==> src/sv/bb3_pkg.sv <==
`default_nettype none

package bb3_pkg;

	localparam int MAX_WIDTH_DEF = 2048;
	localparam int PIX_W = 24;
	localparam int SUM_W = 12;
	localparam int CNT_W = 4;
	localparam int X_W = 13;
	localparam int RECIP_W = 20;
	localparam int RECIP_SHIFT = 20;
	localparam int FIFO_DEPTH = 4;

	localparam int FW_W = 12;
	localparam int FH_W = 13;
	localparam int APB_AW = 3;
	localparam int APB_DW = 32;
	localparam logic [FW_W-1:0] FRAME_WIDTH_RST = 12'd640;
	localparam logic [FH_W-1:0] FRAME_HEIGHT_RST = 13'd480;

	localparam logic REG_FRAME_WIDTH = 1'b0;
	localparam logic REG_FRAME_HEIGHT = 1'b1;

	typedef logic [PIX_W-1:0] pixel_t;

	typedef struct packed {
		logic valid;
		logic [2:0] row_mask;
		logic [2:0] col_mask;
		logic run_end;
		logic frame_end;
	} emit_req_t;

	typedef struct packed {
		logic valid;
		logic [SUM_W-1:0] sum_r;
		logic [SUM_W-1:0] sum_g;
		logic [SUM_W-1:0] sum_b;
		logic [CNT_W-1:0] count;
		logic run_end;
		logic frame_end;
	} sum_t;

	typedef struct packed {
		logic valid;
		logic [7:0] red;
		logic [7:0] green;
		logic [7:0] blue;
		logic run_end;
		logic frame_end;
	} result_t;

	// Rounded-up reciprocal of 2*count, scaled by 2**RECIP_SHIFT.
	function automatic logic [RECIP_W-1:0] recip(input logic [CNT_W-1:0] count);
		logic [RECIP_W-1:0] m;
		unique case (count)
			4'd1: m = 20'd524288;
			4'd2: m = 20'd262144;
			4'd3: m = 20'd174763;
			4'd4: m = 20'd131072;
			4'd6: m = 20'd87382;
			4'd9: m = 20'd58255;
			default: m = '0;
		endcase
		return m;
	endfunction

endpackage

`default_nettype wire

==> src/sv/bb3_window.sv <==
`default_nettype none

module bb3_window (
	input wire logic clk,
	input wire logic arst_n,
	input wire logic shift_en,
	input wire bb3_pkg::pixel_t above,
	input wire bb3_pkg::pixel_t mid,
	input wire bb3_pkg::pixel_t px,
	input wire bb3_pkg::emit_req_t req,
	output bb3_pkg::sum_t sum_s1
);

	import bb3_pkg::*;

	pixel_t win_q [3][3];
	sum_t sum_d;

	always_ff @(posedge clk) begin
		if (shift_en) begin
			for (int r = 0; r < 3; r++) begin
				win_q[r][0] <= win_q[r][1];
				win_q[r][1] <= win_q[r][2];
			end
			win_q[0][2] <= above;
			win_q[1][2] <= mid;
			win_q[2][2] <= px;
		end
	end

	always_comb begin
		logic [1:0] nr;
		logic [1:0] nc;
		sum_d = '0;
		nr = 2'($countones(req.row_mask));
		nc = 2'($countones(req.col_mask));
		for (int r = 0; r < 3; r++) begin
			for (int k = 0; k < 3; k++) begin
				if (req.row_mask[r] && req.col_mask[k]) begin
					sum_d.sum_r = sum_d.sum_r + SUM_W'(win_q[r][k][23:16]);
					sum_d.sum_g = sum_d.sum_g + SUM_W'(win_q[r][k][15:8]);
					sum_d.sum_b = sum_d.sum_b + SUM_W'(win_q[r][k][7:0]);
				end
			end
		end
		sum_d.count = CNT_W'(nr) * CNT_W'(nc);
		sum_d.valid = req.valid;
		sum_d.run_end = req.run_end;
		sum_d.frame_end = req.frame_end;
	end

	always_ff @(posedge clk or negedge arst_n) begin
		if (!arst_n) begin
			sum_s1 <= '0;
		end else begin
			sum_s1 <= sum_d;
		end
	end

endmodule

`default_nettype wire

==> config.mk <==
export PLATFORM = sky130hd
export DESIGN_NAME = bb3_window
export DESIGN_NICKNAME = d
export VERILOG_FILES = /design/src/sv/bb3_pkg.sv /design/src/sv/bb3_window.sv
export SDC_FILE = /design/constraint.sdc
export NUM_CORES = 1
export LEC_CHECK = 0
export BUFFER_PORTS_ARGS = -buffer_cell sky130_fd_sc_hd__buf_2
export CAP_MARGIN = 20
export CORE_MARGIN = 3
export CORE_UTILIZATION = 41
export CTS_BUF_LIST = sky130_fd_sc_hd__clkbuf_16
export DETAILED_ROUTE_END_ITERATION = 7
export PLACE_DENSITY_LB_ADDON = 0.12
export RECOVER_POWER = 100
export SLEW_MARGIN = 0
export SYNTH_ARGS = -nofsm -noshare
export SYNTH_HDL_FRONTEND = slang
export SYNTH_SLANG_ARGS = --single-unit
==> constraint.sdc <==
create_clock -name clk -period 18.15 [get_ports clk]
set_clock_uncertainty 0.15 [all_clocks]
set_input_delay 2.7225 -clock clk [delete_from_list [all_inputs] [get_ports clk]]
set_output_delay 2.7225 -clock clk [all_outputs]
set_load 0.03 [all_outputs]
=== After elaboration in Yosys (flattened, before gate mapping) ===
Memories as Yosys holds them, arrays and structs flattened.
Cells that the tools add are included.

* Reductions and logical operators: 9
* $add $sub $neg: 28
* Muxes and demuxes: 11
* Multiply operators: 1

{| class="wikitable"
|+ Operator list
! operator !! number
|-
| $add A12 B8 Y12 || 24
|-
| $mux W36 || 8
|-
| $mux W32 || 1
|-
| $logic_and A1 B1 Y1 || 9
|-
| $add A1 B1 Y2 || 2
|-
| $add A2 B1 Y2 || 2
|-
| $mul A2 B2 Y4 || 1
|-
| $mux W1 || 2
|}

* Bits in registers: 43
* Memories: 1
* Memory bits (writable): 216
* Input port bits: 84

{| class="wikitable"
|+ Memories
! memory !! depth !! width !! rd ports !! clocked after Yosys merged registers in !! write ports !! line !! text
|-
| win_q || 3 || 72 || 3 || 0 || 3 || bb3_window.sv:16 || <nowiki>pixel_t win_q [3][3];</nowiki>
|}

=== Longest topological paths before layout ===
* Word-level depth: 18
* Gate-level depth with buffers: 54
* Gate-level depth less buffers: 52

=== Worst setup path after synthesis ===
Ideal clock, no wire load.

* Kind: input to register
* Start: input req[2] (netlist name)
* End: register sum_s1[29] (netlist name)
* Setup slack: 6.794 ns
* Arrival: 11.127 ns
* Path buffers: 2
* Stages on the path: 49
* Required time: 17.921 ns
* Cell sequence: clkbuf_1 -> clkbuf_1 -> and3_1 -> ha_1 -> inv_1 -> fa_1 -> nor2b_1 -> a21oi_1 -> nor2_1 -> fa_1 -> a21o_1 -> a211oi_1 -> o21ai_0 -> o21a_1 -> ha_1 -> o21ai_0 -> a21oi_1 -> o31ai_1 -> [... 13 more ...] -> a21oi_1 -> nand2_1 -> nand2_1 -> ha_1 -> o21a_1 -> o31a_1 -> a21oi_1 -> nor2_1 -> a31oi_1 -> ha_1 -> inv_1 -> o21ai_0 -> a21o_1 -> nand3_1 -> o21ai_0 -> a311o_1 -> mux2i_1 -> xor2_1

{| class="wikitable"
|+ RTL lines
! item !! line !! text
|-
| from (decl) || bb3_window.sv:10 || <nowiki>input wire bb3_pkg::emit_req_t req,</nowiki>
|-
| to (signal assigned) || bb3_window.sv:56 || <nowiki>sum_s1 <= sum_d;</nowiki>
|-
| to (decl) || bb3_window.sv:11 || <nowiki>output bb3_pkg::sum_t sum_s1</nowiki>
|}

==> flow_metrics.py <==
metrics = {
    "status": {
        "run_status": "complete, but fails checks",
        "violations": "capacitance limit, slew limit",
    },
    "synth": {
        "yosysUniqueCellTypes": 82,
        "syn_area_sq_mm": 0.0189,
        "syn-mean-instance-area_sq_um": 10.0,
        "synth_edf_count": 216,
        "synth_area_leaders": "edfxtp_1 (34%), ha_1 (13%), dfrtp_1 (5.7%)",
        "synthArstFlopShare_pct": 16.6,
        "ys_ff_latch": 259,
        "synth_seq_area_share_pct": 40.1,
        "synth_nets": 2189,
        "netlist_instances": 1885,
        "synth_top_area_share_pct": 34.4,
        "synth_warnings": 0,
        "ys.flop_type": "edfxtp_1",
        "yosysTopAreaCell": "edfxtp_1",
    },
    "die": {
        "dieHeight_microns": 221,
        "start_util_pct": 42.1,
        "dieArea_sq_mm": 0.0486,
        "ios": 127,
        "placementRows": 77,
        "dieWidth_microns": 221,
        "core-area_sq_mm": 0.0448,
    },
    "placed_design": {
        "placed_cell_area_sq_mm": 0.0202,
        "gp_congestion": 0.821,
        "dp_hpwl_mm": 32.4,
        "io_buffer_count": 126,
    },
    "clocking": {
        "cts.clk_slew.worst_paths_ps": 50,
        "post_cts_resized": 0,
        "numCtsBuffers": 35,
        "worstSkewPairLatency_ps": 540,
        "cts.sinks": 259,
        "cts_hold_buf": 0,
        "root_buffer": "clkbuf_16",
        "cts_setup_buffers": 0,
        "clockBufferDepth": 3,
        "h-tree-depth": 2,
        "cts_tree": "built",
    },
    "critical_path": {
        "critPathCaptureType": "flip-flop",
        "startpoint": "req[5]",
        "cp-start-kind": "input port",
        "arrival_ps": 12650,
        "cp.required_ps": 18420,
        "r2r_start": "win_q[0][65]",
        "slowest_stage": "clkbuf_1",
        "critPathMaxFanout": 30,
        "path_common_cell": "ha_1",
        "worstSetupPathType": "input port to flip-flop",
        "slowest_delay_ps": 830,
    },
    "layout": {
        "final_area_sq_mm": 0.0212,
        "areaGrowthSynthToFinish_pct": 12.4,
        "antenna_cells": 0,
        "final_util_pct": 47.3,
        "drive_above_1_share_pct": 9.44,
        "nets": 2321,
        "fillers": 4212,
    },
    "grt": {
        "grtUsageTotal_pct": 18.3,
        "grt-ovfl-total": 0,
        "grt_start_max_net_pins": 89,
        "first_global_vias": 14000,
        "grt_pass1_wl_mm": 71.3,
        "antenna_found_initial": 0,
    },
    "sta": {
        "max_freq_ghz": 0.0808,
        "finalCritPeriodShare_pct": 68.2,
        "finalHoldViolations": 0,
        "maxSlewViolCount": 265,
        "finalSetupTns_ps": 0,
        "final-setup-viol-count": 0,
        "tightest_slew_ps": 5250,
        "rsz0062_at_grt": "no",
        "relSlewSlack_pct": -250,
        "period_needed_ps": 12380,
    },
    "job": {
        "max_cap_viol_count": 4,
    },
    "routing": {
        "num_vias": 14000,
        "post_drt_via_cell_ratio": 5.30,
        "drt-initial-drc-count": 736,
        "first_pass_iters": 4,
        "wirelength_mm": 43.6,
        "drtAntennaViolNets": 0,
        "wire_per_inst_microns": 16.6,
        "drc": 0,
    },
    "pwr": {
        "p_per_area_mw_per_mm2": 108,
        "ir_worst_vdd_uv": 73.0,
        "p_leak_nw": 8.95,
        "total_power_mw": 2.29,
    },
    "hold_path": {
        "min_from": "win_q[0][46]",
        "hold_class": "flip-flop to flip-flop",
    },
}
-- logic make-up after synthesis --
family                   after synthesis  share of synthesized area, %
AO/OA/AOI/OAI                        558                          19.1
XOR/XNOR                             130                          6.43
adder cells (fa/ha/maj)              221                          15.7
buffers and inverters                175                          3.51
flip-flops                           259                          40.1
multiplexers                          49                          2.83
AND/OR/NAND/NOR                      493                          12.4
-- synthesized netlist by cell type (26+ instances only) --
master / number
a211oi_1: 38
a21o_1: 57
a21oi_1: 137
clkbuf_1: 38
dfrtp_1: 43
edfxtp_1: 216
fa_1: 26
ha_1: 194
inv_1: 127
mux2_2: 34
nand2_1: 116
nor2_1: 180
nor2b_1: 48
nor3_1: 29
o21a_1: 38
o21ai_0: 129
xnor2_1: 74
xor2_1: 47
-- worst max-delay path, delay by kind of cell --
family,cells,cell delay (ps)
compound gates,19,3580
simple gates,7,1260
xor+xnor,2,410
mux,1,280
fa+ha+maj,10,3230
buf+inv,6,1160
-- metrics by stage --
stage | hold WS, ps | setup WS, ps | std cells
final | 304 | 5770 | 2636
after floorplan | 283 | 6790 | 1885
after global placement | 292 | 6000 | 2572
after detailed placement | 294 | 5780 | 2572
after global routing | 319 | 4710 | 2636
after CTS | 307 | 6340 | 2636
-- per-layer routing --
| layer | wire (microns) | track usage (%) |
|---|---|---|
| met1 | 22100 | 26.3 |
| met4 | 971 | 5.74 |
| met5 | 0 | 0 |
| met3 | 1960 | 2.86 |
| met2 | 18600 | 28.3 |
-- registers in the layout, summed over array words and instances (netlist names) --
name	cells
win_q	216
sum_s1	43
-- layout make-up --
| cell class | instances | area, sq um | area share [%] |
|---|---|---|---|
| Clock buffer | 36 | 901 | 4.25 |
| Clock inverter | 28 | 214 | 1.01 |
| Inverter | 127 | 477 | 2.25 |
| Multi-Input combinational cell | 1451 | 10600 | 50.2 |
| Sequential cell | 259 | 7560 | 35.7 |
| Tap cell | 592 | 741 | 3.49 |
| Timing Repair Buffer | 143 | 676 | 3.19 |
-- cell usage in the layout (no fill, tap or decap), types with 6 or more instances in the layout --
master and n:
a22oi_1 8, xnor2_2 7, a31oi_1 12, or3_1 7, o21bai_1 25, edfxtp_1 216, o22ai_1 6, o21ai_1 10
o21ai_0 131, inv_1 134, a211oi_1 38, clkinv_1 8, mux2_2 30, o211ai_1 13, a21o_1 57, clkinv_2 7
xnor2_1 74, nand3_1 20, nor2b_1 48, and2_1 10, clkbuf_16 36, nand2b_1 23, o21a_1 38, nand3b_1 6
clkbuf_1 60, mux2i_1 15, nand2_1 116, nor3_1 29, a21oi_1 137, o31ai_1 16, nor2_1 180, ha_1 194
buf_2 69, dfrtp_1 43, fa_1 26, and3_1 23, xor2_1 47, buf_4 14, o31a_1 13
-- report_power, final --
| group | switching (mW) | internal, mW |
|---|---|---|
| registers | 0.0317 | 0.720 |
| logic | 0.508 | 0.353 |
| clock network | 0.271 | 0.403 |
-- worst paths after layout --
check / endpoint / slack [ps] / cells past startpoint
max: sum_s1[41] / 5770 / 45
min: win_q[0][70] / 300 / 0
min reg2reg: win_q[0][70] / 300 / 0
max in group asynchronous: sum_s1[5] / 13140 / 2
max reg2reg: sum_s1[41] / 8510 / 44
min in group asynchronous: sum_s1[27] / 3050 / 2
(Power assumes the default switching activity.)
