<file path="config.mk">
export PLATFORM = sky130hd
export DESIGN_NAME = bb3_ofifo
export DESIGN_NICKNAME = d
export VERILOG_FILES = /design/src/sv/bb3_pkg.sv /design/src/sv/bb3_ofifo.sv
export SDC_FILE = /design/constraint.sdc
export NUM_CORES = 1
export LEC_CHECK = 0
export BUFFER_PORTS_ARGS = -buffer_cell sky130_fd_sc_hd__buf_2
export CAP_MARGIN = 20
export CORE_ASPECT_RATIO = 1.25
export CORE_MARGIN = 2
export CORE_UTILIZATION = 30
export DETAILED_ROUTE_END_ITERATION = 7
export GPL_TIMING_DRIVEN = 0
export SYNTH_ARGS = -nofsm -noshare
export SYNTH_HDL_FRONTEND = slang
export SYNTH_SLANG_ARGS = --single-unit
export TNS_END_PERCENT = 10
</file>
<file path="constraint.sdc">
create_clock -name clk -period 1.83 [get_ports clk]
set_input_delay 0.2745 -clock clk [delete_from_list [all_inputs] [get_ports clk]]
set_output_delay 0.2745 -clock clk [all_outputs]
set_load 0.01 [all_outputs]
</file>
<file path="src/sv/bb3_pkg.sv">
`default_nettype none

package bb3_pkg;

	localparam int MAX_WIDTH_DEF = 2048;
	localparam int PIX_W = 24;
	localparam int SUM_W = 12;
	localparam int CNT_W = 4;
	localparam int X_W = 13;
	localparam int RECIP_W = 20;
	localparam int RECIP_SHIFT = 20;
	localparam int FIFO_DEPTH = 4;

	localparam int FW_W = 12;
	localparam int FH_W = 13;
	localparam int APB_AW = 3;
	localparam int APB_DW = 32;
	localparam logic [FW_W-1:0] FRAME_WIDTH_RST = 12'd640;
	localparam logic [FH_W-1:0] FRAME_HEIGHT_RST = 13'd480;

	localparam logic REG_FRAME_WIDTH = 1'b0;
	localparam logic REG_FRAME_HEIGHT = 1'b1;

	typedef logic [PIX_W-1:0] pixel_t;

	typedef struct packed {
		logic valid;
		logic [2:0] row_mask;
		logic [2:0] col_mask;
		logic run_end;
		logic frame_end;
	} emit_req_t;

	typedef struct packed {
		logic valid;
		logic [SUM_W-1:0] sum_r;
		logic [SUM_W-1:0] sum_g;
		logic [SUM_W-1:0] sum_b;
		logic [CNT_W-1:0] count;
		logic run_end;
		logic frame_end;
	} sum_t;

	typedef struct packed {
		logic valid;
		logic [7:0] red;
		logic [7:0] green;
		logic [7:0] blue;
		logic run_end;
		logic frame_end;
	} result_t;

	// Rounded-up reciprocal of 2*count, scaled by 2**RECIP_SHIFT.
	function automatic logic [RECIP_W-1:0] recip(input logic [CNT_W-1:0] count);
		logic [RECIP_W-1:0] m;
		unique case (count)
			4'd1: m = 20'd524288;
			4'd2: m = 20'd262144;
			4'd3: m = 20'd174763;
			4'd4: m = 20'd131072;
			4'd6: m = 20'd87382;
			4'd9: m = 20'd58255;
			default: m = '0;
		endcase
		return m;
	endfunction

endpackage

`default_nettype wire

</file>
<file path="src/sv/bb3_ofifo.sv">
`default_nettype none

module bb3_ofifo #(
	parameter int DEPTH = 4
) (
	input wire logic clk,
	input wire logic arst_n,
	input wire bb3_pkg::result_t push,
	output logic out_valid,
	input wire logic out_ready,
	output bb3_pkg::result_t out_data,
	output logic [$clog2(DEPTH+1)-1:0] count
);

	import bb3_pkg::*;

	localparam int PW = (DEPTH > 1) ? $clog2(DEPTH) : 1;

	result_t mem_q [DEPTH];
	logic [PW-1:0] wr_ptr_q;
	logic [PW-1:0] rd_ptr_q;
	logic [$clog2(DEPTH+1)-1:0] count_q;
	logic pop;

	assign out_valid = (count_q != '0);
	assign pop = out_valid && out_ready;
	assign out_data = mem_q[rd_ptr_q];
	assign count = count_q;

	always_ff @(posedge clk) begin
		if (push.valid) begin
			mem_q[wr_ptr_q] <= push;
		end
	end

	always_ff @(posedge clk or negedge arst_n) begin
		if (!arst_n) begin
			wr_ptr_q <= '0;
			rd_ptr_q <= '0;
			count_q <= '0;
		end else begin
			if (push.valid) begin
				wr_ptr_q <= (32'(wr_ptr_q) == DEPTH - 1) ? '0 : wr_ptr_q + 1'b1;
			end
			if (pop) begin
				rd_ptr_q <= (32'(rd_ptr_q) == DEPTH - 1) ? '0 : rd_ptr_q + 1'b1;
			end
			if (push.valid && !pop) begin
				count_q <= count_q + 1'b1;
			end else if (pop && !push.valid) begin
				count_q <= count_q - 1'b1;
			end
		end
	end

endmodule

`default_nettype wire

</file>
* After elaboration in Yosys (flattened, before gate mapping)
Memories as Yosys holds them, arrays and structs flattened. Cells that the tools add are included.
Storage, ports and cells: bits in registers 7, bits in writable memories 108, bits of input ports 30, output and inout bits 31, logic and storage cells 23, memories kept 1
Cells by class: add/subtract/negate cells 4, equal/unequal tests 2, muxes and demuxes 6, reduce and logical (&&, ||, !) cells 7
Memory list:
- mem_q | words 4, width 27, read ports 1, clocked after Yosys merged registers in 0, wr ports 1, line bb3_ofifo.sv:19 | result_t mem_q [DEPTH];
Operators by type and width (number):
- $mux W3 | 2
- $add A2 B1 Y2 const B | 2
- $eq A2 B2 Y1 const B | 2
- $mux W2 | 2
- $add A3 B1 Y3 const B | 1
- $logic_and A1 B1 Y1 | 3
- $reduce_bool A3 Y1 | 1
- $sub A3 B1 Y3 const B | 1
- $logic_not A1 Y1 | 2
- $mux W1 | 2
- $reduce_bool A2 Y1 | 1

* Longest topological paths before layout
Gate-level depths: netlist (run 1).
depth after elaboration 5, mapped depth 8, depth with buffers taken out 8

* Least setup slack after synthesis (run 1)
OpenSTA, ideal clock, no wires.
path kind register to register, start point register count_q[0], in the netlist count[0], end point register count_q[2], in the netlist count[2], arrival time 1.961 ns, required time 1.751 ns, path slack -0.210 ns, cell stages (with the launch flop) 9, cells stage by stage dfrtp_1 > or3_4 > nand2_1 > ha_1 > inv_1 > fa_1 > xor2_1 > nor2_1 > xor2_1
On the way: word-level cells in the longest chain between the ends 5
RTL lines:
- from (decl) | line bb3_ofifo.sv:22 | logic [$clog2(DEPTH+1)-1:0] count_q;
- from (signal assigned) | line bb3_ofifo.sv:49 | count_q <= count_q + 1'b1;
- from (signal assigned) | line bb3_ofifo.sv:51 | count_q <= count_q - 1'b1;
- $reduce_bool A3 Y1 * | line bb3_ofifo.sv:25 | assign out_valid = (count_q != '0);
- net out_valid | line bb3_ofifo.sv:9 | output logic out_valid,
- $logic_and A1 B1 Y1 * | line bb3_ofifo.sv:26 | assign pop = out_valid && out_ready;
- $logic_not A1 Y1 | line bb3_ofifo.sv:48 | if (push.valid && !pop) begin
- $logic_and A1 B1 Y1 | line bb3_ofifo.sv:48
- $mux W3 or $reduce_bool A2 Y1 (tied branches)
The timed path passes the listed nets; every way through them passes the cells marked *. The select of a mux whose other input is x is not followed. A chain may end at the register's enable or synchronous reset.

==> results by group, run 1 <==
Floorplan
  – Initial core utilization: 0.304
  – Core Footprint: 14200 um^2
  – Die width: 111 um
  – Die area: 15400 um^2
  – Rows: 49
  – Die Ht: 138 um
  – Io pins: 61

Finish
  – Non-filler cells, final: 455
  – Layout area overhead: 33.2%
  – Total inserted antenna cells: 0
  – Final net count: 301
  – Final core occ: 0.405
  – Share of layout cells above drive strength 1: 0.495

Yosys
  – Distinct cells, synth: 19
  – Synth top area share: 0.751
  – Cells after synthesis: 177
  – Syn nets: 214
  – Cell taking the most area after synthesis: edfxtp_1
  – Ys Warns: 0
  – Register area share after synthesis: 0.791
  – Synth Register Bits: 115
  – Post-Syn Area: 4320 um^2
  – Avg Inst Size Synth: 24.4 um^2
  – Synth area leaders: edfxtp_1 75%, mux4_2 14%, dfrtp_1 4.1%

GRT
  – Largest net degree at the start of global routing: 28
  – First-pass GRT wire length: 12300 um
  – Initial antenna violation count: 0
  – Grt total ovfl: 0
  – Vias in the first global route: 2260
  – GRT Util Overall: 0.110

Route
  – Pre-Repair DR Iteration Count: 6
  – Final wirelength: 7780 um
  – Via count: 2038
  – Via density: 4.48
  – DRT antenna net count: 0
  – Drt wl/cell: 17.1 um
  – DRC viols: 0
  – DRT iter0 DRCs: 81

Worst setup path
  – Max incr delay on CP: 520 ps
  – CP Launch Type: flip-flop
  – Critical Path AT: 1730 ps
  – Worst Path Required: 1560 ps
  – Most common cell on crit path: buf_12
  – CP Class: reg -> out
  – Crit-path leading delay family: multiplexers
  – Crit path capture type: primary output
  – Buffers and inverters on the worst path: 3
  – CP max FO: 5
  – Crit path cell chain: buf_12 -> buf_12 -> mux4_2 -> buf_6
  – Slowest cell on crit path: mux4_2

Timing
  – Final hold slack: 86.1 ps
  – F_max: 498 MHz
  – Minimum clock period: 2010 ps
  – Final Hold Fails: 0
  – RSZ-0062 raised after global routing: yes
  – Final period utilization: 1.10
  – Slew margin rel.: 0.452
  – Slew Viols, Final: 0
  – Worst setup margin: -177 ps
  – Actual slew at the worst max-slew pin: 822 ps
  – Layout Skew: 7.46 ps
  – Setup-failing EPs final: 29

Clock tree
  – Clock Latency Late Sink: 400 ps
  – TritonCTS clock tree: yes
  – Reg clk slew, reported paths: 50 ps
  – Root buffer cell: clkbuf_16
  – CTS Buffer Depth: 2
  – Sink Count: 115
  – H-tree depth: 4
  – CTS Buf Count: 17

Power
  – Final Power: 10.1 mW
  – Power Dens Cells: 1760 nW/um^2
  – VDD IR max: 0.697 mV
  – Leakage power: 2.04 nW

Place
  – Inst Count DP: 415
  – Buffers on Ports: 60
  – HPWL Detailed: 4510 um
  – GPL Wtd Cong: 0.614
  – Placement Setup Slack: -79.8 ps

Status
  – Status: finished with violations
  – Failing checks: negative setup slack

Job
  – Max Cap Violations: 0

Worst hold path
  – HP Class: in -> reg
==> synth_stat cells <==
cell type	number
inv_1	3
ha_1	6
and2_1	4
mux2_2	3
xnor2_1	1
mux4_1	1
buf_2	3
fa_1	1
xor2_1	2
buf_12	1
dfrtp_1	7
mux4_2	26
edfxtp_1	108
buf_4	1
nand2_1	3
nor2_1	3
or3_4	1
o21ai_0	2
buf_6	1
==> per-layer routing <==
metal	part of all wire	wire length, um	vias to the layer above	track usage
met3	0.047	363	7	0.0408
li1	-	-	916	-
met5	0	0	-	0
met1	0.41	3200	1062	0.126
met2	0.53	4110	53	0.182
met4	0.012	95	0	0.0526
==> path summary, 6_finish.rpt <==
check | start | to | slack [ps] | cells after the start
setup reg to reg | count[1] | count[2] | -60 | 8
hold reg to reg | count[2] | count[2] | 490 | 1
hold / removal | push[3] | mem_q[3][3] | 90 | 1
setup / recovery | rd_ptr_q[0] | out_data[5] | -180 | 4
max in group asynchronous | arst_n | rd_ptr_q[0] | 1420 | 2
min in group asynchronous | arst_n | wr_ptr_q[1] | 230 | 2
==> through the flow <==
step           setup TNS [ps]  instance area [um^2]
2_1_floorplan            -102                  4340
3_3_place_gp           -46070                  4870
3_5_place_dp             -108                  4870
4_1_cts                 -6000                  5670
5_1_grt                 -6330                  5750
6_report                -4240                  5750
==> registers in the layout, summed over array words and instances (netlist names) <==
register and count:
count 3, mem_q 108, rd_ptr_q 2, wr_ptr_q 2
==> layout by cell type, fill, tap and decap left out <==
cell type,Yosys,layout
ha_4,0,1
nor2_1,3,3
mux2_2,3,3
clkinv_1,0,6
fa_2,0,1
and2_4,0,2
nand2_1,3,2
clkinv_4,0,1
clkbuf_1,0,2
xnor2_1,1,1
dfrtp_2,0,2
buf_4,1,4
inv_1,3,3
clkinvlp_4,0,1
edfxtp_1,108,108
clkbuf_16,0,18
dlygate4sd3_1,0,1
and2_2,0,2
mux4_2,26,27
bufinv_16,0,5
buf_2,3,44
buf_6,1,18
o21ai_0,2,2
dfrtp_1,7,5
buf_16,0,1
nand2_4,0,1
ha_1,6,5
xor2_1,2,2
buf_12,1,5
or3_4,1,1
==> repair_timing <==
| item | 4_1_cts | 5_1_grt |
|---|---|---|
| hold endpoints to repair | 7 | 0 |
| hold buffers | 1 | 0 |
| endpoints found under the setup margin | 29 | 66 |
| cloned | 1 | 1 |
| buffers inserted | 5 | 0 |
| resized for setup | 18 | 13 |
| pin swaps | 1 | 0 |
==> logic make-up after synthesis <==
logic type | synth area share
mux | 0.149
simple gates | 0.0136
buf+inv | 0.0151
fa+ha+maj | 0.0220
xor+xnor | 0.00608
flops | 0.791
compound gates | 0.00232
==> worst reg2reg max path: cells and delay by family (launching register included) <==
kind / cells / cell delay [ps]
flops: 1 / 420
fa+ha+maj: 2 / 460
xor+xnor: 2 / 280
buf+inv: 1 / 50
simple gates: 3 / 610
==> report_power, final <==
group | switching [mW] | total, mW | internal (mW)
clock network | 1.08 | 3.47 | 2.39
logic | 1.36 | 3.10 | 1.73
registers | 0.152 | 3.56 | 3.41
==> area by class of cell <==
| cell class | instances | area (um^2) |
|---|---|---|
| multi-input combinational | 53 | 862 |
| clock inverter | 13 | 189 |
| fill | 1291 | 8470 |
| inverter | 3 | 11.3 |
| tap | 178 | 223 |
| timing repair buffer | 68 | 529 |
| buffer | 6 | 86.3 |
| clock buffer | 19 | 433 |
| sequential | 115 | 3420 |
Note: power is estimated with default switching activity, not from simulation.
==> run 2, diff against run 1 <==
- PLACE_DENSITY_LB_ADDON: default -> 0.2
- clock period: 1.83 -> 1.7 ns (I/O delays scaled with it)
==> run 2 against run 1 <==
Net effect: the run still ends with negative setup slack left; total power rose by 1.4%; clock skew decreased by 3.6 ps; setup slack got worse by 120 ps; via count shrank 2.8%; die area unchanged; sequential share of layout area increased by 1.1 points; critical path depth is the same; global-route usage up 0.43 points; core utilization down 0.77 points; worst hold slack got worse by 12 ps; register-to-register slack got worse by 150 ps; first-iteration DRC count is 6.2% lower; critical path type unchanged; critical endpoint is now out_data[6].
==> results by group, run 2 (synthesis gave the netlist of run 1 again) <==
Status
  – Status: finished with violations
  – Failing checks: negative setup slack

Finish
  – Final net count: 300
  – Biggest register: mem_q
  – Layout area overhead: 30.7%
  – Filler cells: 1325
  – Max reg flops: 108
  – Commonest non-fill, non-tap cell in the layout: edfxtp_1
  – Most frequent cells in the layout: 108 x edfxtp_1, 40 x buf_2, 27 x mux4_2
  – Share of layout cells above drive strength 1: 0.500

GRT
  – Grt total ovfl: 0
  – Vias in the first global route: 2234
  – Grt met3 use: 0.0478
  – Most used routing layer: met2
  – First-pass GRT wire length: 12800 um
  – GRT Util Overall: 0.114
  – GRT met2 Usage: 0.185
  – Largest net degree at the start of global routing: 28
  – Routing usage on met1: 0.135
  – Initial antenna violation count: 1

Worst setup path
  – Critical Path AT: 1750 ps
  – Reg-to-reg startpoint: count[1]
  – Cells on worst reg2reg path: 8
  – CP Class: reg -> out
  – CP Launch Type: flip-flop
  – Worst r2r dst: count[2]
  – CP max FO: 5
  – Flop2flop setup slack: -210 ps
  – Worst Path Required: 1440 ps
  – Crit path capture type: primary output

Floorplan
  – Io pins: 61
  – Core Footprint: 14200 um^2
  – Die width: 111 um
  – Die Ht: 138 um
  – Initial core utilization: 0.304
  – Die area: 15400 um^2
  – Rows: 49

Worst hold path
  – Hold path endpoint: mem_q[0][18]
  – Hold wc startpoint: push[18]
  – Hold path depth: 1
  – HP Class: in -> reg

Timing
  – RSZ-0062 raised after global routing: yes
  – F_max: 500 MHz
  – Final Hold Fails: 0
  – Final period utilization: 1.18
  – Slew margin rel.: 0.691
  – Actual slew at the worst max-slew pin: 464 ps
  – Layout Skew: 3.88 ps
  – Setup-failing EPs final: 29
  – Minimum clock period: 2000 ps
  – Final hold slack: 73.8 ps
  – Worst setup margin: -301 ps
  – Slew Viols, Final: 0

Route
  – Via density: 4.39
  – DRC viols: 0
  – Pre-Repair DR Iteration Count: 4
  – Final wirelength: 8150 um
  – Drt wl/cell: 18.1 um
  – DRT antenna net count: 0
  – DRT iter0 DRCs: 76
  – Via count: 1981

Clock tree
  – CTS Buf Count: 17
  – Clock Latency Late Sink: 390 ps
  – H-tree depth: 4
  – Sink Count: 115
  – Reg clk slew, reported paths: 50 ps
  – CTS Buffer Depth: 2
  – Root buffer cell: clkbuf_16
  – TritonCTS clock tree: yes

Place
  – HPWL Detailed: 4580 um
  – Buffers on Ports: 60
  – GPL Wtd Cong: 0.620
  – Placement Setup Slack: -259 ps

Job
  – Max Cap Violations: 0

Power
  – Leakage power: 1.99 nW
  – Power Dens Cells: 1820 nW/um^2
  – VDD IR max: 0.592 mV
==> run 2: changes by cell type in the layout (fill, tap and decap cells not counted), moves of 2 or more <==
| cell | delta |
|---|---|
| clkinv_2 | +5 |
| buf_2 | -4 |
| bufinv_16 | -4 |
| clkinv_1 | -5 |
| buf_6 | +4 |
| and2_2 | -2 |
| and2_4 | +2 |
==> run 2: worst max-delay path by stage <==
stage	startpoint	end	slack, ps	depth (start not counted)
finish	rd_ptr_q[0]	out_data[6]	-300	4
global route	rd_ptr_q[0]	out_data[6]	-360	4
CTS	rd_ptr_q[0]	out_data[1]	-360	4
detailed placement	count[1]	count[2]	-260	8
global placement	wr_ptr_q[0]	mem_q[0][21]	-610	3
floorplan	count[1]	count[2]	-190	8
==> run 2: area by class of cell <==
cell class,instances,area (um^2),share of cell area
Multi-Input combinational cell,53,865,0.153
Antenna cell,1,2.50,0.000443
Clock buffer,20,437,0.0773
Tap cell,178,223,0.0395
Buffer,6,82.6,0.0146
Clock inverter,8,66.3,0.0117
Sequential cell,115,3420,0.606
Inverter,3,11.3,0.00199
Timing Repair Buffer,67,538,0.0953
==> run 2: through the flow <==
step,std cells,setup TNS [ps],total power [mW],area [um^2],util
6_report,451,-7460,10.3,5650,0.397
3_5_place_dp,415,-4410,6.58,4870,0.342
2_1_floorplan,177,-362,5.61,4340,-
5_1_grt,450,-9480,10.8,5640,0.397
4_1_cts,449,-9190,10.1,5530,0.389
3_3_place_gp,415,-62360,6.55,4870,0.342
==> run 2: critical path: stages (launching register included) <==
cell	delay [ps]
dfrtp_2	400
buf_12	140
buf_12	120
mux4_2	540
buf_6	150
==> run 2: repair_timing <==
item                                   CTS  global route
pin swaps                                1             0
hold buffers                             1             0
buffers inserted                         4             0
endpoints found under the hold margin    7             0
gates resized for setup                 21            16
cloned                                   1             1
setup endpoints to repair              110            56
==> run 2: power breakdown <==
part,internal [mW],switching [mW]
logic,1.90,1.49
registers,3.67,0.165
clock network,1.95,1.11
==> run 2: metal layers <==
metal | routed length [um] | share of wire | vias to the layer above
li1 | - | - | 909
met1 | 3470 | 0.43 | 1011
met2 | 4160 | 0.51 | 54
met3 | 413 | 0.051 | 7
met4 | 104 | 0.013 | 0
met5 | 0 | 0 | -
