[src/sv/bb3_pkg.sv]
`default_nettype none

package bb3_pkg;

	localparam int MAX_WIDTH_DEF = 2048;
	localparam int PIX_W = 24;
	localparam int SUM_W = 12;
	localparam int CNT_W = 4;
	localparam int X_W = 13;
	localparam int RECIP_W = 20;
	localparam int RECIP_SHIFT = 20;
	localparam int FIFO_DEPTH = 4;

	localparam int FW_W = 12;
	localparam int FH_W = 13;
	localparam int APB_AW = 3;
	localparam int APB_DW = 32;
	localparam logic [FW_W-1:0] FRAME_WIDTH_RST = 12'd640;
	localparam logic [FH_W-1:0] FRAME_HEIGHT_RST = 13'd480;

	localparam logic REG_FRAME_WIDTH = 1'b0;
	localparam logic REG_FRAME_HEIGHT = 1'b1;

	typedef logic [PIX_W-1:0] pixel_t;

	typedef struct packed {
		logic valid;
		logic [2:0] row_mask;
		logic [2:0] col_mask;
		logic run_end;
		logic frame_end;
	} emit_req_t;

	typedef struct packed {
		logic valid;
		logic [SUM_W-1:0] sum_r;
		logic [SUM_W-1:0] sum_g;
		logic [SUM_W-1:0] sum_b;
		logic [CNT_W-1:0] count;
		logic run_end;
		logic frame_end;
	} sum_t;

	typedef struct packed {
		logic valid;
		logic [7:0] red;
		logic [7:0] green;
		logic [7:0] blue;
		logic run_end;
		logic frame_end;
	} result_t;

	// Rounded-up reciprocal of 2*count, scaled by 2**RECIP_SHIFT.
	function automatic logic [RECIP_W-1:0] recip(input logic [CNT_W-1:0] count);
		logic [RECIP_W-1:0] m;
		unique case (count)
			4'd1: m = 20'd524288;
			4'd2: m = 20'd262144;
			4'd3: m = 20'd174763;
			4'd4: m = 20'd131072;
			4'd6: m = 20'd87382;
			4'd9: m = 20'd58255;
			default: m = '0;
		endcase
		return m;
	endfunction

endpackage

`default_nettype wire

[src/sv/bb3_mean.sv]
`default_nettype none

module bb3_mean (
	input wire logic clk,
	input wire logic arst_n,
	input wire bb3_pkg::sum_t sum_s1,
	output bb3_pkg::result_t res_s2
);

	import bb3_pkg::*;

	localparam int PROD_W = X_W + RECIP_W;

	logic [RECIP_W-1:0] m;
	logic [X_W-1:0] x_r;
	logic [X_W-1:0] x_g;
	logic [X_W-1:0] x_b;
	logic [PROD_W-1:0] p_r;
	logic [PROD_W-1:0] p_g;
	logic [PROD_W-1:0] p_b;

	always_comb begin
		m = recip(sum_s1.count);
		x_r = X_W'({sum_s1.sum_r, 1'b0}) + X_W'(sum_s1.count);
		x_g = X_W'({sum_s1.sum_g, 1'b0}) + X_W'(sum_s1.count);
		x_b = X_W'({sum_s1.sum_b, 1'b0}) + X_W'(sum_s1.count);
		p_r = PROD_W'(x_r) * PROD_W'(m);
		p_g = PROD_W'(x_g) * PROD_W'(m);
		p_b = PROD_W'(x_b) * PROD_W'(m);
	end

	always_ff @(posedge clk or negedge arst_n) begin
		if (!arst_n) begin
			res_s2 <= '0;
		end else begin
			res_s2.valid <= sum_s1.valid;
			res_s2.red <= p_r[RECIP_SHIFT +: 8];
			res_s2.green <= p_g[RECIP_SHIFT +: 8];
			res_s2.blue <= p_b[RECIP_SHIFT +: 8];
			res_s2.run_end <= sum_s1.run_end;
			res_s2.frame_end <= sum_s1.frame_end;
		end
	end

endmodule

`default_nettype wire

[config.mk]
export PLATFORM = sky130hd
export DESIGN_NAME = bb3_mean
export DESIGN_NICKNAME = d
export VERILOG_FILES = /design/src/sv/bb3_pkg.sv /design/src/sv/bb3_mean.sv
export SDC_FILE = /design/constraint.sdc
export NUM_CORES = 1
export LEC_CHECK = 0
export CAP_MARGIN = 20
export CORE_MARGIN = 2
export CORE_UTILIZATION = 65
export DETAILED_ROUTE_END_ITERATION = 6
export DONT_BUFFER_PORTS = 1
export HOLD_SLACK_MARGIN = 0.02
export PLACE_DENSITY = 0.82
export SLEW_MARGIN = 30
export SYNTH_ARGS = -nofsm -noshare
export SYNTH_HDL_FRONTEND = slang
export SYNTH_SLANG_ARGS = --single-unit
[constraint.sdc]
create_clock -name clk -period 0.8 [get_ports clk]
set_clock_uncertainty 0.05 [all_clocks]
set_input_delay 0.04 -clock clk [delete_from_list [all_inputs] [get_ports clk]]
set_output_delay 0.04 -clock clk [all_outputs]
set_load 0.03 [all_outputs]
# Word level (Yosys, flattened, before mapping)
# Cells that the tools add are included.
# Widths: inputs -> output; s select.
# word_totals
elab_cells	19
regBits	27
out_inout_bits	27
# op_classes
mux	1
eq_ne	6
n_mul	3
addsub	3
# op_table
op	n
$pmux 20 s6	1
$mul 13x20->28	3
$add 13x4->13	3
$eq 4x2->1 const B	2
$eq 4x3->1 const B	2
$eq 4x1->1 const B	1
$eq 4x4->1 const B	1

# Logic depth before layout (Yosys ltp)
# Gate-level depths: netlist of the first run.
# logic_depth
word_depth	3
mapped_depth	28

# Least setup slack after synthesis of the first run
# OpenSTA, ideal clock, no wires.
# synth_timing
kind	input-to-reg
startpoint	input port sum_s1[4] (netlist bit)
endpoint	register res_s2[4] (netlist bit)
path_stages	23
path_slack_ps	-5243
t_arrival_ps	5913
path_buffers	2
setup_ps	80
cell_sequence	nor2_1 nand3_1 inv_1 clkbuf_1 buf_1 nand2_1 fa_1 fa_1 inv_1 fa_1 inv_1 fa_1 fa_1 inv_1 ha_1 a2111oi_2 o21ai_1 o211ai_1 o21bai_1 a221o_1 a21o_1 a21oi_1 xnor2_1
# synth_between
elab_chain_cells	3
elab_cells_between_ends	9
cone_classes	add/sub: 1; mul: 1; eq/ne: 6; mux: 1
# synth_rtl
element	line_no	rtl
start: declaration	bb3_mean.sv:6	input wire bb3_pkg::sum_t sum_s1,
branches (longest 2 deep; another with $add 13x4->13)	--	
$mul 13x20->28 (*)	bb3_mean.sv:29	p_b = PROD_W'(x_b) * PROD_W'(m);
named net p_b[22]	bb3_mean.sv:20	logic [PROD_W-1:0] p_b;
end: declaration	bb3_mean.sv:7	output bb3_pkg::result_t res_s2
# Mark *: on every way through the listed nets, which the timed path passes.

# Worst setup path in the final report of the first run
# layout_timing
startpoint	input port sum_s1[3] (netlist bit)
endpoint	register res_s2[17] (netlist bit)
# layout_between
elab_chain_cells	3
elab_cells_between_ends	9
cone_classes	add/sub: 1; mul: 1; eq/ne: 6; mux: 1
# layout_rtl
element	line_no	rtl
branches (longest 2 deep; another with $add 13x4->13)	--	
$mul 13x20->28 (*)	bb3_mean.sv:28	p_g = PROD_W'(x_g) * PROD_W'(m);
named net p_g[27]	bb3_mean.sv:19	logic [PROD_W-1:0] p_g;
# Marks and branches as above.

==> results of run 1 <==
==> layout make-up <==
class | instances | share of cell area [%]
timing repair buffer | 449 | 14.8
multi-input combinational | 1205 | 68.0
clock inverter | 1 | 0.0319
sequential | 27 | 3.01
clock buffer | 3 | 0.319
inverter | 749 | 12.0
tap | 341 | 1.81
==> kinds of logic after synthesis <==
logic type,Yosys count
buffers and inverters,771
adder cells (fa/ha/maj),624
AO/OA/AOI/OAI,104
AND/OR/NAND/NOR,370
flip-flops,27
XOR/XNOR,95
other,2
==> timing repair <==
action                     4_1_cts  5_1_grt
setup buffers                   37       32
hold buffers                     5        0
hold endpoints to repair        30        0
pin swaps                       90      123
setup endpoints to repair       51       51
gates resized for setup        167      129
==> stage by stage <==
stage | setup TNS, ns | utilization (%) | power (mW) | cells | setup slack [ns]
floorplan | -110.56 | - | 15.1 | 2003 | -4.85
global placement | -122.11 | 80.6 | 21.0 | 2704 | -5.28
detailed placement | -125.45 | 80.6 | 22.0 | 2704 | -5.43
CTS | -116.26 | 84.6 | 25.3 | 2748 | -5.01
global route | -123.17 | 87.2 | 30.3 | 2775 | -5.29
finish | -119.82 | 87.2 | 28.0 | 2775 | -5.19
==> worst paths after layout <==
check / startpoint / end / slack [ns] / depth (start not counted)
max in group asynchronous: arst_n / res_s2[12]$_DFF_PN0_ / 0.33 / 2
worst min-delay path: arst_n / res_s2[23]$_DFF_PN0_ / 0.13 / 2
worst max-delay path: sum_s1[3] / res_s2[17]$_DFF_PN0_ / -5.19 / 26
min in group clk: sum_s1[42] / res_s2[26]$_DFF_PN0_ / 0.26 / 1
==> power by group <==
group	leakage, nW	internal [mW]	switching [mW]
clock network	0.0371	0.691	0.737
registers	0.305	1.95	1.19
logic	12.4	10.6	12.9
==> layout by cell type, fill, tap and decap left out, types with 6 or more instances in the layout <==
master,netlist,final
inv_2,0,58
nand3_1,20,12
nand2_2,1,12
a21o_1,12,12
fa_2,0,37
xor2_1,39,21
xnor2_1,56,42
and2_1,15,15
ha_1,172,137
nor2_4,0,21
ha_4,0,32
a21oi_1,31,17
nand4_1,9,9
nand2_1,141,125
xnor2_2,0,10
or2_2,11,7
conb_1,2,12
nor2_1,132,80
inv_1,748,689
o21ai_0,11,8
dfrtp_2,0,26
a21oi_4,0,6
fa_1,452,415
nor2_2,0,31
xor2_2,0,13
o211ai_1,6,6
buf_6,0,24
a21oi_2,0,8
buf_4,0,419
==> routing by layer <==
layer  up-vias  routed length (um)  GRT usage (%)
met5         -                   0              0
met4         0                3250           15.1
met3       270                6030           9.74
met2       872               28600           68.9
met1      7562               20700           50.5
li1       6480                   -              -
==> results.md, run 1 <==
- Synth Area in Simple Gates: 9.10%
- Outcome: complete, but fails checks
- Pins over their slew limit: 0
- Compound-cell area share of the yosys netlist: 3.80%
- Most common cell in the synthesized netlist: inv_1
- Synth top cells by count: 748 x inv_1, 452 x fa_1, 172 x ha_1
- Setup violations, final: 51
- Nets@finish: 3104
- Post-placement cell area: 21800 um2
- Power Dens Cells: 1190 nW/um2
- Port Buf Inserts: 0
- Cell Rows: 60
- Min-delay worst type: input port to asynchronous set/reset pin
- Worst-path maximum fanout: 9
- Grt total ovfl: 0
- Top flop regs: res_s2 (27)
- Yosys top cell by area: fa_1
- Max-cap violations: 0
- H-Tree Depth: 1
- EDFF count, synth: 0
- Synth Instances: 1993
- RSZ-0062 raised after global routing: true
- Failing checks: negative setup slack
- FILL cells: roughly 1400
- Worst vdd ir: 1600 uV
- Yosys reg bits: 27
- Largest Register: res_s2
- Multi-input logic area: 16000 um2
- Largest net degree at the start of global routing: 28
- Final hold viol count: 0
- Antenna violations before repair: 0
- Post-route antenna net violation count: 0
- Share of layout cells above drive strength 1: 32.3%
- Seq/Total Area, Yosys: about 3.8%
- CP max stage delay: 0.59 ns
- Largest family of logic cells by synthesized area: adder cells
- Syn. warnings: 0
- I/O pins: 72
- Synth Flop Type: dfrtp_1
- Total wire length: 58600 um
- Lkg Pwr: between 10 and 15 nW
- N_diodes: 0
- Starting Density: between 60% and 70%
- Post-Synth XOR/XNOR Area: 4.64%
- Crit start category: input port
- Clock sinks: 27
- CP max stage cell: fa_2
- Max FFs per register: 27
- First-pass GRT wire length: 87400 um
- Synthesized-area fraction occupied by adder cells: between 60% and 70%
- Synth area leaders: fa_1 50%, inv_1 16%, ha_1 12%
- Router iterations before antenna repair: 5
- Hold WS: 0.134 ns
- Via density: 5.47
- Mapped Avg Cell Area: 8.99 um2
- Final period util: 749%
- Max clock buf depth: 2
- CP top delay family: adder cells
- Remaining DRCs: 0
- Critical path type: input port to flop
- Die area: 28900 um2
- Drt initial violations: around 1300
- GRT Resource Usage Total: 40.5%
- Syn Std Cell Area: 17900 um2
- Crit path time final: 5.99 ns
- Hpwl dp: about 48000 um
- F_max: 167 MHz
- Setup crit end kind: flop
- Post-synthesis mux area share: 0%
- Worst EP required: 0.96 ns
- Die Y: 170 um
- CP bufs+invs: 5
- Detail-routed net length per standard cell: 21.1 um
- Worst EP arrival: 6.15 ns
- RePlAce Congestion: 1.04
- Die X: 170 um
- Area of the core: between 20000 and 30000 um2
- Most frequent CP cell: fa_1
- Sequential cell area: between 700 and 800 um2
- CTS tree: done
- Number of global-route vias before repair: 17032
- Async set-or-reset flop fraction in the synthesized netlist: 100%
- Clk root buf: clkbuf_16
- TritonCTS buffer count: 3
- Cell variety after synth: 57
- Final worst slack: -5.19 ns
- Share of the synthesized area in the top cell type: around half
- Clk slew on worst S/H paths: 0.11 ns
- Layout area overhead: 31.5%
- Final instance area: roughly 24000 um2
- Routed vias: about 15000
No activity file was read; power rests on OpenSTA's default activity.
==> run 2, diff against run 1 <==
Settings changed: CELL_PAD_IN_SITES_DETAIL_PLACEMENT set to 2, CELL_PAD_IN_SITES_GLOBAL_PLACEMENT set to 2, CORE_UTILIZATION 65 to 46, PLACE_DENSITY 0.82 to 0.9.
==> run 2 against run 1 <==
Compared with the run above: the flow now stops in 3_5_place_dp; area after synthesis did not move; synthesized cell count unchanged.
==> results.md, run 2 <==
- Yosys top cell by area: fa_1 (unchanged)
- Cell variety after synth: 57 (unchanged)
- RePlAce Congestion: 1.02 (was 1.04)
- Failed at: 3_5_place_dp
- Syn. warnings: 0 (unchanged)
- Die X: 201 um (was 170 um)
- Synth Flop Type: dfrtp_1 (unchanged)
- Log Error: [ERROR DPL-0033] detailed placement checks failed during check placement.
- EDFF count, synth: 0 (unchanged)
- I/O pins: 72 (unchanged)
- Cell Rows: 72 (was 60)
- Most common cell in the synthesized netlist: inv_1 (unchanged)
- Synth top cells by count: 748 x inv_1, 452 x fa_1, 172 x ha_1 (unchanged)
- Synth area leaders: fa_1 50%, inv_1 16%, ha_1 12% (unchanged)
- Hpwl dp: 96100 um (was 47700 um)
- Yosys reg bits: 27 (unchanged)
- Share of the synthesized area in the top cell type: 50.5% (unchanged)
- Async set-or-reset flop fraction in the synthesized netlist: 100% (unchanged)
- Starting Density: 46.5% (was 66.3%)
- Outcome: did not finish (was complete, but fails checks)
- Syn Std Cell Area: 17900 um2 (unchanged)
- Die Y: 201 um (was 170 um)
- Mapped Avg Cell Area: 8.99 um2 (unchanged)
- Seq/Total Area, Yosys: 3.77% (unchanged)
- Synth Instances: 1993 (unchanged)
- Port Buf Inserts: 0 (unchanged)
==> run 2: through the flow <==
stage,instance area (um2),std cells,setup slack [ns],TNS [ns],hold slack (ns)
after floorplan,18600,2003,-4.85,-110.56,-0.306
after global placement,22000,2873,-5.69,-125.14,-0.304
==> run 2: kinds of logic after synthesis <==
kind of cell | count (synthesis) | share of synthesized area, %
adders and majority gates | 624 | 62.5
other | 2 | 0.0419
buffers and inverters | 771 | 16.1
DFF | 27 | 3.77
and+or+nand+nor | 370 | 9.10
AOI/OAI and AO/OA | 104 | 3.80
xor gates and xnor gates | 95 | 4.64
==> run 3, diff against run 2 <==
Settings changed: CELL_PAD_IN_SITES_DETAIL_PLACEMENT 2 to unset, CELL_PAD_IN_SITES_GLOBAL_PLACEMENT 2 to unset, CORE_UTILIZATION 46 to 40, HOLD_SLACK_MARGIN 0.02 to unset, PLACE_DENSITY 0.9 to unset, PLACE_DENSITY_LB_ADDON set to 0.15.
==> run 3 against run 2 <==
Compared with the run above: the flow now finishes, with violations (negative setup slack).
==> results.md, run 3 (synthesis gave the netlist of run 1 again) <==
- I/O pins: 72 (unchanged)
- Critical path type: input port to flop
- Post-route antenna net violation count: 0
- Final period util: 730%
- Drt initial violations: 700
- Via density: ~4.6
- First-pass GRT wire length: 85900 um
- Final worst slack: -5.04 ns
- Detail-routed net length per standard cell: between 15 and 20 um
- Worst EP arrival: 6.00 ns
- Largest net degree at the start of global routing: 28
- Util after Layout: between 50% and 60%
- Power Dens Cells: 1080 nW/um2
- Final hold viol count: 0
- Worst vdd ir: 1310 uV
- Worst-path maximum fanout: 9
- Failing checks: negative setup slack
- Area of the core: 44200 um2
- Layout area overhead: 33.0%
- Nets@finish: between 3000 and 4000
- Share of layout cells above drive strength 1: 30.6%
- Router iterations before antenna repair: 5
- Die X: 216 um (was 201 um)
- Starting Density: 40.5% (was 46.5%)
- Crit start category: input port
- GRT Resource Usage Total: 24.2%
- Setup crit end kind: flop
- F_max: 171 MHz
- Port Buf Inserts: 0 (unchanged)
- Antenna violations before repair: 2
- Number of global-route vias before repair: 15545
- Min-delay worst type: input port to asynchronous set/reset pin
- Crit path time final: between 5 and 6 ns
- H-Tree Depth: 1
- Pins over their slew limit: 0
- Max FFs per register: 27
- Total wire length: roughly 54000 um
- Setup violations, final: 51
- Clock sinks: 27
- FILL cells: 4034
- Outcome: complete, but fails checks (was did not finish)
- Most common cell after layout, fill and taps aside: inv_1
- Clk root buf: clkbuf_16
- Clk slew on worst S/H paths: 0.12 ns
- RePlAce Congestion: 0.968 (was 1.02)
- Worst EP required: 0.96 ns
- Max clock buf depth: 2
- Max-cap violations: 0
- Lkg Pwr: 12.9 nW
- N_diodes: 0
- Grt total ovfl: 0
- Largest Register: res_s2
- RSZ-0062 raised after global routing: true
- Commonest non-fill, non-tap cells in the layout: 713 x inv_1, 438 x buf_4, 424 x fa_1
- Cell Rows: 77 (was 72)
- CTS tree: done
- Total power: 25.8 mW
- Routed vias: 13913
- Die Y: 216 um (was 201 um)
- TritonCTS buffer count: 3
- Top flop regs: res_s2 (27)
- Remaining DRCs: 0
- Hpwl dp: 48400 um (was 96100 um)
- Die area: around 47000 um2
run 3: path summary, 6_finish.rpt:
kind | startpoint | to | slack (ns)
hold / removal | arst_n | res_s2[23]$_DFF_PN0_ | 0.1
min in group clk | sum_s1[0] | res_s2[0]$_DFF_PN0_ | 0.25
max in group asynchronous | arst_n | res_s2[12]$_DFF_PN0_ | 0.37
setup / recovery | sum_s1[3] | res_s2[23]$_DFF_PN0_ | -5.04
run 3: timing repair:
action | in CTS | in global routing
gates resized for setup | 88 | 135
buffers inserted | 29 | 23
hold endpoints to repair | 30 | 0
hold buffers | 5 | 0
endpoints found under the setup margin | 51 | 51
pin swaps | 70 | 106
run 3: layer usage:
| metal | global-route usage [%] | wire length (um) | part of all wire (%) | up-vias |
|---|---|---|---|---|
| met3 | 3.65 | 3280 | 6.1 | 53 |
| li1 | - | - | - | 6524 |
| met2 | 39.5 | 25200 | 47 | 326 |
| met4 | 3.49 | 854 | 1.6 | 2 |
| met5 | 0 | 9 | 0.017 | - |
| met1 | 34.9 | 24200 | 45 | 7008 |
run 3: power by group:
group / switching [mW] / internal (mW)
registers: 1.19 / 1.95
clock network: 0.865 / 0.696
logic: 11.3 / 9.88
total: 13.3 / 12.5
run 3: area by class of cell:
type / count / area, um2 / share of cell area [%]
Multi-Input combinational cell: 1205 / 15800 / 66.2
Timing Repair Buffer: 471 / 3720 / 15.6
Inverter: 749 / 2820 / 11.8
Tap cell: 592 / 741 / 3.11
Sequential cell: 27 / 709 / 2.98
Clock buffer: 3 / 75.1 / 0.315
Clock inverter: 1 / 7.51 / 0.0315
run 3: critical path, cell delays in order:
cell and delay (ns):
ha_4 0.15, fa_2 0.34, a21o_1 0.20, nand2_4 0.13, buf_12 0.11, nor3_4 0.04, xor2_2 0.25, nand2_2 0.15
fa_2 0.59, inv_2 0.05, fa_1 0.52, inv_1 0.05, fa_1 0.47, inv_1 0.05, fa_1 0.48, inv_1 0.05
fa_1 0.49, inv_2 0.04, ha_4 0.27, nand4_1 0.11, buf_4 0.17, nor4_4 0.16, o2111ai_2 0.21, a31oi_4 0.26
nand2_4 0.10, buf_4 0.14, buf_6 0.10, o2111a_1 0.26
run 3: per-stage QoR:
stage	hold slack [ns]	std cells	TNS, ns	worst slack, ns	cell area (um2)
finish	0.0966	3048	-117.84	-5.04	23800
global route	0.121	3048	-123.22	-5.27	23800
CTS	0.115	3026	-117.41	-4.96	23100
detailed placement	-0.305	2989	-125.62	-5.50	22400
global placement	-0.305	2989	-124.95	-5.46	22400
floorplan	-0.306	2003	-110.56	-4.85	18600
==> run 4, diff against run 3 <==
==> constraint.sdc (replaced) <==
create_clock -name clk -period 0.8 [get_ports clk]
set_clock_uncertainty 0.05 [all_clocks]
set_input_delay 0.16 -clock clk [delete_from_list [all_inputs] [get_ports clk]]
set_output_delay 0.16 -clock clk [all_outputs]
set_load 0.03 [all_outputs]
==> run 4 against run 3 <==
Compared with the run above: the flow finishes with violations (negative hold slack, negative setup slack); fmax fell by 2.1%; utilization shrank 0.57 points; worst hold slack got worse by 0.63 ns.
==> results.md, run 4 (synthesis gave the netlist of run 1 again) <==
- Outcome: complete, but fails checks (unchanged)
- Failing checks: negative hold slack, negative setup slack (was negative setup slack)
- Commonest non-fill, non-tap cells in the layout: 719 x inv_1, 437 x buf_4, 428 x fa_1 (was 713 x inv_1, 438 x buf_4, 424 x fa_1)
- Setup crit end kind: flop (unchanged)
- GRT Resource Usage Total: 24.4% (was 24.2%)
- Critical path type: input port to flop (unchanged)
- Min-delay worst type: input port to asynchronous set/reset pin (unchanged)
- Clk root buf: clkbuf_16 (unchanged)
- Crit start category: input port (unchanged)
- Pins over their slew limit: 0 (unchanged)
- Die area: 46500 um2 (unchanged)
- I/O pins: 72 (unchanged)
- Clock sinks: 27 (unchanged)
- Worst EP arrival: 6.14 ns (was 6.00 ns)
- Drt initial violations: 649 (was 700)
- F_max: 168 MHz (was 171 MHz)
- Crit path time final: 5.96 ns (was 5.84 ns)
- N_diodes: 0 (unchanged)
- FILL cells: 4102 (was 4034)
- CP max stage cell: fa_1 (was fa_2)
- CP top delay family: adder cells (unchanged)
- Die Y: 216 um (unchanged)
- CP bufs+invs: 4 (was 9)
- Pre-CTS setup slack: -5.62 ns (was -5.50 ns)
- Antenna violations before repair: 1 (was 2)
- Top flop regs: res_s2 (27) (unchanged)
- Post-placement cell count: 2989 (unchanged)
- Router iterations before antenna repair: 5 (unchanged)
- Setup violations, final: 51 (unchanged)
- Cell Rows: 77 (unchanged)
- Starting Density: 40.5% (unchanged)
- Clk slew on worst S/H paths: 0.12 ns (about the same)
- CP max stage delay: 0.60 ns (was 0.59 ns)
- Number of global-route vias before repair: 15581 (was 15545)
- Hpwl dp: 48600 um (was 48400 um)
- Routed vias: 13763 (was 13913)
- Share of layout cells above drive strength 1: 29.3% (was 30.6%)
- CP Depth: 25 (was 28)
- Max FFs per register: 27 (unchanged)
- H-Tree Depth: 1 (unchanged)
- RSZ-0062 raised after global routing: true (unchanged)
- Final worst slack: -5.16 ns (was -5.04 ns)
- Hold WS: -0.534 ns (was 0.0966 ns)
- First-pass GRT wire length: 86200 um (was 85900 um)
- RePlAce Congestion: 0.967 (was 0.968)
- Die X: 216 um (unchanged)
- Most frequent CP cell: fa_1 (unchanged)
- Post-route antenna net violation count: 0 (unchanged)
- Nets@finish: 3113 (was 3126)
- Hold_buf cts: 3 (was 5)
- Sequential cell area: 708 um2 (was 709 um2)
- Layout area overhead: 31.6% (was 33.0%)
- Worst vdd ir: 1440 uV (was 1310 uV)
- Max-cap violations: 0 (unchanged)
- TritonCTS buffer count: 3 (unchanged)
- Via density: 4.53 (was 4.56)
- Detail-routed net length per standard cell: 17.5 um (was 17.6 um)
- Total power: 25.6 mW (was 25.8 mW)
- Area of the core: 44200 um2 (unchanged)
- Non-Filler Instances: 3035 (was 3048)
- Grt total ovfl: 0 (unchanged)
- Worst EP required: 0.97 ns (was 0.96 ns)
- Util after Layout: 53.3% (was 53.9%)
- Multi-input logic area: 15700 um2 (was 15800 um2)
- Most common cell after layout, fill and taps aside: inv_1 (unchanged)
- Final hold viol count: 27 (was 0)
- Final period util: 745% (was 730%)
- Largest Register: res_s2 (unchanged)
- Worst-path maximum fanout: 9 (unchanged)
- Port Buf Inserts: 0 (unchanged)
- Lkg Pwr: 12.8 nW (was 12.9 nW)
- Max clock buf depth: 2 (unchanged)
- CTS tree: done (unchanged)
- Remaining DRCs: 0 (unchanged)
- Total wire length: 53200 um (was 53600 um)
- Power Dens Cells: 1080 nW/um2 (about the same)
- Largest net degree at the start of global routing: 28 (unchanged)
==> run 4: changes by cell type in the layout (fill, tap and decap cells not counted), moves of 4 or more <==
cell	previous run	this run
buf_6	22	12
fa_1	424	428
ha_4	25	20
ha_1	144	149
inv_2	34	28
fa_2	28	24
nor2_1	86	90
inv_1	713	719
xnor2_2	11	7
==> run 4: path summary, 6_finish.rpt <==
| kind | endpoint | slack, ns | from |
|---|---|---|---|
| worst max-delay path | res_s2[24]$_DFF_PN0_ | -5.16 | sum_s1[3] |
| worst min-delay path | res_s2[23]$_DFF_PN0_ | -0.53 | arst_n |
| min in group clk | res_s2[0]$_DFF_PN0_ | 0.37 | sum_s1[0] |
| max in group asynchronous | res_s2[12]$_DFF_PN0_ | 1.10 | arst_n |
==> run 4: area by class of cell <==
cell class / count / area share [%]
Multi-Input combinational cell: 1205 / 66.4
Tap cell: 592 / 3.14
Timing Repair Buffer: 458 / 15.1
Inverter: 749 / 12.0
Clock inverter: 1 / 0.0318
Clock buffer: 3 / 0.318
Sequential cell: 27 / 3.00
==> run 4: routing by layer <==
layer  global-route usage (%)  part of all wire, %
met1                     34.4                   45
met2                     39.9                   47
met3                     4.62                  5.7
met4                     3.61                  1.5
met5                        0                0.023
==> run 4: power by group <==
part           leakage (nW)  switching [mW]  internal (mW)
Clock                0.0371           0.860          0.696
Combinational          12.5            11.2           9.70
Sequential            0.305            1.18           1.95
Total                  12.8            13.2           12.3
==> run 4: repair_timing <==
item,4_1_cts,5_1_grt
buffers inserted,30,11
hold endpoints to repair,30,27
pin swaps,103,65
setup endpoints to repair,51,51
resized for setup,136,49
cloned,0,0
==> run 4: stage by stage <==
stage                     area (um2)  TNS (ns)
after floorplan                18600   -113.44
final                          23600   -123.91
after detailed placement       22400   -128.50
after CTS                      23300   -122.20
after global routing           23600   -129.59
after global placement         22400   -127.84
